**config.mk**
```make
export PLATFORM = sky130hd
export DESIGN_NAME = bitmap_id_allocator_core
export DESIGN_NICKNAME = d
export VERILOG_FILES = /design/src/rtl/bia_pkg.sv /design/src/rtl/bitmap_id_allocator_core.sv /design/src/rtl/bia_ram.sv /design/src/rtl/bia_ctrl.sv /design/src/rtl/bia_dp.sv
export SDC_FILE = /design/constraint.sdc
export NUM_CORES = 2
export LEC_CHECK = 0
export BUFFER_PORTS_ARGS = -buffer_cell sky130_fd_sc_hd__buf_2
export CELL_PAD_IN_SITES_DETAIL_PLACEMENT = 0
export CELL_PAD_IN_SITES_GLOBAL_PLACEMENT = 2
export CORE_MARGIN = 2
export CORE_UTILIZATION = 35
export DETAILED_ROUTE_END_ITERATION = 8
export GPL_ROUTABILITY_DRIVEN = 0
export PLACE_DENSITY_LB_ADDON = 0.08
export RECOVER_POWER = 25
export SYNTH_ARGS = -nofsm -noshare
export SYNTH_HDL_FRONTEND = slang
export SYNTH_SLANG_ARGS = --single-unit
```
**constraint.sdc**
```tcl
create_clock -name i_clk -period 6.2 [get_ports i_clk]
set_clock_uncertainty 0.1 [all_clocks]
set_input_delay 1.86 -clock i_clk [delete_from_list [all_inputs] [get_ports i_clk]]
set_output_delay 1.86 -clock i_clk [all_outputs]
set_load 0.01 [all_outputs]
```
**src/rtl/bia_pkg.sv**
```systemverilog
`default_nettype none

package bia_pkg;

    localparam int WORD_BITS = 32;
    localparam int BIT_W     = 5;
    localparam int ID_W      = 11;
    localparam int RID_W     = 32;

    localparam logic MODE_ALLOC   = 1'b0;
    localparam logic MODE_RELEASE = 1'b1;

    typedef struct packed {
        logic             mode;
        logic [RID_W-1:0] release_id;
    } t_in_item;

    typedef struct packed {
        logic [ID_W-1:0] granted_id;
        logic            map_full;
    } t_out_item;

    typedef enum logic [2:0] {
        ST_CLR  = 3'b001,
        ST_IDLE = 3'b010,
        ST_UPD  = 3'b100
    } t_state;

    typedef struct packed {
        logic clr;
        logic accept;
        logic commit;
    } t_cmd;

    typedef struct packed {
        logic clr_last;
        logic is_alloc;
        logic out_free;
    } t_sts;

endpackage

`default_nettype wire

```
**src/rtl/bitmap_id_allocator_core.sv**
```systemverilog
// bitmap id allocator
// input channel (i_valid/o_ready, i_item): mode 0 asks for the lowest free id,
// mode 1 frees release_id; id 0 or ids above 32*MAP_WORDS are dropped quietly
// output channel (o_valid/i_ready, o_item): one item per allocate request with
// granted_id (1 and up) or granted_id 0 with map_full set; releases give none
// the accept cycle presents the word address to the bitmap ram (lowest
// nonempty word from a per-word flag vector, or the word of the released id);
// the next cycle finds the lowest set bit in the read word for an allocate or
// sets the released bit, writes the word back and, for an allocate, loads the
// output register; o_ready is low during this single-port-write ram
// read/modify/write, so no new item is taken until the last one is done
// output appears the cycle after the update; after reset a clearing pass
// writes all-ones to the map with o_ready low; every id is free afterwards
// a stalled receiver holds the result in the output register; the next item is
// still accepted and released ids are processed, while a new allocate waits in
// its update cycle until the output register is free
`default_nettype none

module bitmap_id_allocator_core
    import bia_pkg::*;
#(
    parameter int MAP_WORDS = 32
) (
    input  wire logic      i_clk,
    input  wire logic      i_rst_n,
    input  wire logic      i_valid,
    output logic           o_ready,
    input  wire t_in_item  i_item,
    output logic           o_valid,
    input  wire logic      i_ready,
    output t_out_item      o_item
);

    localparam int AW = (MAP_WORDS > 1) ? $clog2(MAP_WORDS) : 1;

    t_cmd cmd;
    t_sts sts;

    bia_ctrl u_ctrl (
        .i_clk   (i_clk),
        .i_rst_n (i_rst_n),
        .i_valid (i_valid),
        .i_sts   (sts),
        .o_ready (o_ready),
        .o_cmd   (cmd)
    );

    bia_dp #(
        .MAP_WORDS (MAP_WORDS),
        .AW        (AW)
    ) u_dp (
        .i_clk   (i_clk),
        .i_rst_n (i_rst_n),
        .i_item  (i_item),
        .i_ready (i_ready),
        .i_cmd   (cmd),
        .o_sts   (sts),
        .o_valid (o_valid),
        .o_item  (o_item)
    );

endmodule

`default_nettype wire

```
**src/rtl/bia_ram.sv**
```systemverilog
`default_nettype none

module bia_ram #(
    parameter int WIDTH = 32,
    parameter int DEPTH = 32,
    parameter int AW    = 5
) (
    input  wire logic             i_clk,
    input  wire logic             i_wr_en,
    input  wire logic [AW-1:0]    i_wr_addr,
    input  wire logic [WIDTH-1:0] i_wr_data,
    input  wire logic [AW-1:0]    i_rd_addr,
    output logic      [WIDTH-1:0] o_rd_data
);

    logic [WIDTH-1:0] r_mem [DEPTH];
    logic [WIDTH-1:0] r_rd_data;

    always_ff @(posedge i_clk) begin
        if (i_wr_en) begin
            r_mem[i_wr_addr] <= i_wr_data;
        end
        r_rd_data <= r_mem[i_rd_addr];
    end

    assign o_rd_data = r_rd_data;

endmodule

`default_nettype wire

```
**src/rtl/bia_ctrl.sv**
```systemverilog
`default_nettype none

module bia_ctrl
    import bia_pkg::*;
(
    input  wire logic i_clk,
    input  wire logic i_rst_n,
    input  wire logic i_valid,
    input  wire t_sts i_sts,
    output logic      o_ready,
    output t_cmd      o_cmd
);

    t_state r_state;
    t_state n_state;

    always_comb begin
        n_state = r_state;
        o_ready = 1'b0;
        o_cmd   = '0;
        case (r_state)
            ST_CLR: begin
                o_cmd.clr = 1'b1;
                if (i_sts.clr_last) begin
                    n_state = ST_IDLE;
                end
            end
            ST_IDLE: begin
                o_ready      = 1'b1;
                o_cmd.accept = i_valid;
                if (i_valid) begin
                    n_state = ST_UPD;
                end
            end
            ST_UPD: begin
                if (!i_sts.is_alloc || i_sts.out_free) begin
                    o_cmd.commit = 1'b1;
                    n_state      = ST_IDLE;
                end
            end
            default: begin
                n_state = ST_CLR;
            end
        endcase
    end

    always_ff @(posedge i_clk) begin
        if (!i_rst_n) begin
            r_state <= ST_CLR;
        end else begin
            r_state <= n_state;
        end
    end

endmodule

`default_nettype wire

```
**src/rtl/bia_dp.sv**
```systemverilog
`default_nettype none

module bia_dp
    import bia_pkg::*;
#(
    parameter int MAP_WORDS = 32,
    parameter int AW        = 5
) (
    input  wire logic     i_clk,
    input  wire logic     i_rst_n,
    input  wire t_in_item i_item,
    input  wire logic     i_ready,
    input  wire t_cmd     i_cmd,
    output t_sts          o_sts,
    output logic          o_valid,
    output t_out_item     o_item
);

    function automatic logic [AW-1:0] ffs_word(input logic [MAP_WORDS-1:0] v);
        logic [AW-1:0] idx;
        idx = '0;
        for (int k = MAP_WORDS - 1; k >= 0; k--) begin
            if (v[k]) begin
                idx = AW'(k);
            end
        end
        return idx;
    endfunction

    function automatic logic [BIT_W-1:0] ffs_bit(input logic [WORD_BITS-1:0] v);
        logic [WORD_BITS-1:0] w;
        logic [BIT_W-1:0]     pos;
        w   = v;
        pos = '0;
        if (w[15:0] == '0) begin
            w      = w >> 16;
            pos[4] = 1'b1;
        end
        if (w[7:0] == '0) begin
            w      = w >> 8;
            pos[3] = 1'b1;
        end
        if (w[3:0] == '0) begin
            w      = w >> 4;
            pos[2] = 1'b1;
        end
        if (w[1:0] == '0) begin
            w      = w >> 2;
            pos[1] = 1'b1;
        end
        if (w[0] == 1'b0) begin
            pos[0] = 1'b1;
        end
        return pos;
    endfunction

    logic [MAP_WORDS-1:0] r_ne;
    logic [AW-1:0]        r_clr_cnt;
    logic                 r_mode;
    logic [AW-1:0]        r_addr;
    logic [BIT_W-1:0]     r_bit;
    logic                 r_rel_ok;
    logic                 r_full;
    logic                 r_out_valid;
    t_out_item            r_out;

    logic [RID_W-1:0]       rel_pos;
    logic [RID_W-BIT_W-1:0] rel_word;
    logic                   rel_ok;
    logic [AW-1:0]          acc_addr;
    logic [AW-1:0]          rd_addr;
    logic [WORD_BITS-1:0]   rd_data;
    logic [BIT_W-1:0]       alloc_bit;
    logic [WORD_BITS-1:0]   new_word;
    logic                   upd_wr;
    logic                   ram_wr;
    logic [AW-1:0]          ram_wr_addr;
    logic [WORD_BITS-1:0]   ram_wr_data;
    logic [AW+BIT_W:0]      id_sum;

    assign rel_pos  = i_item.release_id - RID_W'(1);
    assign rel_word = rel_pos[RID_W-1:BIT_W];
    assign rel_ok   = (i_item.release_id != '0)
                    && (rel_word < (RID_W-BIT_W)'(MAP_WORDS));
    assign acc_addr = (i_item.mode == MODE_ALLOC) ? ffs_word(r_ne) : rel_word[AW-1:0];
    assign rd_addr  = i_cmd.accept ? acc_addr : r_addr;

    assign alloc_bit = ffs_bit(rd_data);
    assign new_word  = (r_mode == MODE_ALLOC)
                     ? (rd_data & ~(WORD_BITS'(1) << alloc_bit))
                     : (rd_data | (WORD_BITS'(1) << r_bit));
    assign upd_wr    = i_cmd.commit && ((r_mode == MODE_ALLOC) ? !r_full : r_rel_ok);
    assign id_sum    = {1'b0, r_addr, alloc_bit} + (AW+BIT_W+1)'(1);

    assign ram_wr      = i_cmd.clr || upd_wr;
    assign ram_wr_addr = i_cmd.clr ? r_clr_cnt : r_addr;
    assign ram_wr_data = i_cmd.clr ? '1 : new_word;

    bia_ram #(
        .WIDTH (WORD_BITS),
        .DEPTH (MAP_WORDS),
        .AW    (AW)
    ) u_map (
        .i_clk     (i_clk),
        .i_wr_en   (ram_wr),
        .i_wr_addr (ram_wr_addr),
        .i_wr_data (ram_wr_data),
        .i_rd_addr (rd_addr),
        .o_rd_data (rd_data)
    );

    always_ff @(posedge i_clk) begin
        if (!i_rst_n) begin
            r_ne        <= '1;
            r_clr_cnt   <= '0;
            r_out_valid <= 1'b0;
        end else begin
            if (i_cmd.clr) begin
                r_clr_cnt <= r_clr_cnt + AW'(1);
            end
            if (upd_wr) begin
                r_ne[r_addr] <= |new_word;
            end
            if (i_cmd.commit && r_mode == MODE_ALLOC) begin
                r_out_valid <= 1'b1;
            end else if (i_ready) begin
                r_out_valid <= 1'b0;
            end
        end
    end

    always_ff @(posedge i_clk) begin
        if (i_cmd.accept) begin
            r_mode   <= i_item.mode;
            r_addr   <= acc_addr;
            r_bit    <= rel_pos[BIT_W-1:0];
            r_rel_ok <= rel_ok;
            r_full   <= ~|r_ne;
        end
        if (i_cmd.commit && r_mode == MODE_ALLOC) begin
            r_out.granted_id <= r_full ? '0 : ID_W'(id_sum);
            r_out.map_full   <= r_full;
        end
    end

    assign o_sts.clr_last = (r_clr_cnt == AW'(MAP_WORDS - 1));
    assign o_sts.is_alloc = (r_mode == MODE_ALLOC);
    assign o_sts.out_free = !r_out_valid || i_ready;
    assign o_valid        = r_out_valid;
    assign o_item         = r_out;

endmodule

`default_nettype wire

```
==> results.toml <==
[synthesis]
yosysUniqueCellTypes = 73
async_flop_share = 0
syn-num-nets = 3532
yosysSeqAreaShare = 0.714
synth_ff_type = "edfxtp_1"
yosysWarnings = 0
netlist_area_um2 = 46100
synth.most_common_cell = "edfxtp_1"
synth_common_cells = "edfxtp_1 (1044), nand2_1 (509), nor2_1 (318)"
synth_area_leaders = "edfxtp_1 (68%), nand2_1 (4.1%), dfxtp_1 (3.4%), a211oi_1 (2.7%), nor2_1 (2.6%)"
synth_area_per_cell_um2 = 13.2
synth_top_area_frac = 0.680
synth-seq-cells = 1122
yosysTopAreaCell = "edfxtp_1"
synth-edff-count = 1044
syn_inst = 3486

[status]
status = "complete, but fails checks"
violations = "max-capacitance violations, max-slew violations"

[setup_path]
r2r_setup_slack_ns = 0.55
crit_fanout = 19
r2r_start = "u_dp.u_map.o_rd_data[8]"
end_kind = "flop"
reg2regPathDepth = 17
path_cells = "clkbuf_1 > nor4_1 > nand3_1 > xnor2_1 > a32oi_1 > o21ai_1 > clkbuf_1 > nor2_4 > buf_4 > a221oi_1 > nor4_1 > nor4_1"
crit_slowest_cell = "nor4_1"
start_kind = "primary input"
arrival_ns = 6.34
worstSetupPathType = "primary input to flop"
cp.required_ns = 6.62
r2r-end = "u_dp.r_ne[31]"
slowest_delay_ns = 1.05
cp_common_cell = "nor4_1"

[drt]
wl_per_cell_um = 28.3
dr.max_layer_used = "met4"
drtIter0Drc = 2748
postRouteAntennaNets = 0
met3WireLength_um = 7830
drc = 0
wirelength_um = 154000
met2WireLength_um = 71300
vias = 30500
drtPass1Iterations = 5
drt-vias-per-instance = 5.58
wl_met1_um = 71900

[floorplanning]
rows = 133
die-height_um = 367
coreArea_um2 = 131000
dieArea_um2 = 135000
die_w_um = 367
pin_count = 51
start_util = 0.352

[power]
p_leak_nw = 17.0
p_per_area_nw_per_um2 = 294
ir_drop_mv = 0.212
power_mw = 15.7

[hold_path]
min-delay-start = "u_dp.r_clr_cnt[4]"
hold_depth = 2
whs_endpoint = "u_dp.r_clr_cnt[4]"
hp-class = "flop to flop"

[sta]
period_minus_slack_ns = 5.93
fin_hold_ws_ns = 0.454
finalSetupViolations = 0
max_clock_freq_ghz = 0.169
final_hold_viol_count = 0
worstMarginPinSlew_ns = 3.09
rsz0062_at_grt = "no"
slew_violations = 572
timing.slew.headroom = -1.06
tns_ns = 0
fin_crit_sh = 0.956

[placement]
dpl_cell_area_um2 = 49600
hpwl_um = 89100
dpl.cell_count = 5225
port_buffers = 50

[grt]
gr-total-overflow = 0
antenna_found_initial = 1
grtUsageTotal = 0.227
grt_pass1_vias = 30000
grt_max_degree = 99
grt_pass1_wl_um = 221000

[final_layout]
area_delta_synth_final_pct = 16.0
nets = 3649
seq_area_um2 = 32900
drive_gt1_frac = 0.128
fin_area_um2 = 53500
multi_input_comb_area_um2 = 12500
final_cells = 5463
n_fill_cell = 12300

[clock_tree]
cts_setup_buffers = 0
postCtsResizedCells = 0
cts_buffers = 131
h-tree-depth = 4
hold_buffers = 0
clock_latency_ns = 0.76
clk_pin_slew_ns = 0.05
cts_tree = "built"
cts_buffer_depth = 3
clock-sinks = 1122
root_buffer = "clkbuf_16"

[job]
cap_violations = 23
[placed cells by master, fill, tap and decap left out, drive strengths merged, types with 93 or more instances in the layout]
cell / count
nand2: 510
a21boi: 101
nand3: 146
edfxtp: 1044
a21oi: 149
buf: 176
a311oi: 94
nor4: 93
nor2: 318
a211oi: 167
clkbuf: 209
[registers in the layout, indices dropped and copies added, names as in the netlist]
| signal | cells |
|---|---|
| u_ctrl.r_state | 3 |
| u_dp.u_map.r_mem | 1024 |
| u_dp.o_item | 12 |
| u_dp.r_mode | 1 |
| u_dp.r_ne | 32 |
| u_dp.r_addr | 5 |
| u_dp.r_full | 1 |
| u_dp.o_valid | 1 |
| u_dp.u_map.o_rd_data | 32 |
| u_dp.r_bit | 5 |
| u_dp.r_clr_cnt | 5 |
| u_dp.r_rel_ok | 1 |
[cell families after synthesis]
family / synth area share
mux: 0.0163
compound gates: 0.116
buf+inv: 0.0217
flops: 0.714
fa+ha+maj: 0.00244
xor+xnor: 0.00323
simple gates: 0.127
[worst max-delay path by stage]
stage / startpoint / to / slack, ns / cells past startpoint
after global placement: i_item[4] / u_dp.u_map.o_rd_data[15] / -0.38 / 11
after global routing: i_item[4] / u_dp.u_map.o_rd_data[14] / 0.13 / 12
after detailed placement: i_item[4] / u_dp.u_map.o_rd_data[15] / -0.34 / 10
after floorplan: u_dp.u_map.o_rd_data[8] / u_dp.u_map.r_mem[0][28] / 0.90 / 13
after CTS: i_item[4] / u_dp.u_map.o_rd_data[15] / 0.48 / 11
final: i_item[4] / u_dp.u_map.o_rd_data[14] / 0.27 / 12
[through the flow]
stage	utilization	setup slack [ns]
after floorplan	-	0.897
after global placement	0.378	-0.380
after CTS	0.409	0.480
after detailed placement	0.378	-0.335
final	0.408	0.274
after global routing	0.408	0.135
[metal layers]
layer,GRT usage,up-vias
met4,0.0599,0
met1,0.324,15900
met5,0,-
met2,0.357,861
met3,0.0384,223
li1,-,13500
[power by group]
group / total, mW / leakage (nW) / switching, mW / internal (mW)
registers: 8.19 / 9.24 / 0.00485 / 8.19
clock network: 7.36 / 2.01 / 3.08 / 4.28
logic: 0.148 / 5.79 / 0.114 / 0.0336
[final cells by class]
cell class	instances	area share
inverter	23	0.00194
antenna	4	0.000187
clock buffer	170	0.0669
timing repair buffer	215	0.0306
sequential	1122	0.615
clock inverter	64	0.00929
multi-input combinational	2110	0.235
tap	1755	0.0411
[worst max-delay path, delay by kind of cell]
kind            cells  cell delay (ns)
simple gates        5             2.94
buf+inv             3             0.92
xor+xnor            1             0.17
compound gates      3             0.38
Power figures use the tool's default switching activity.
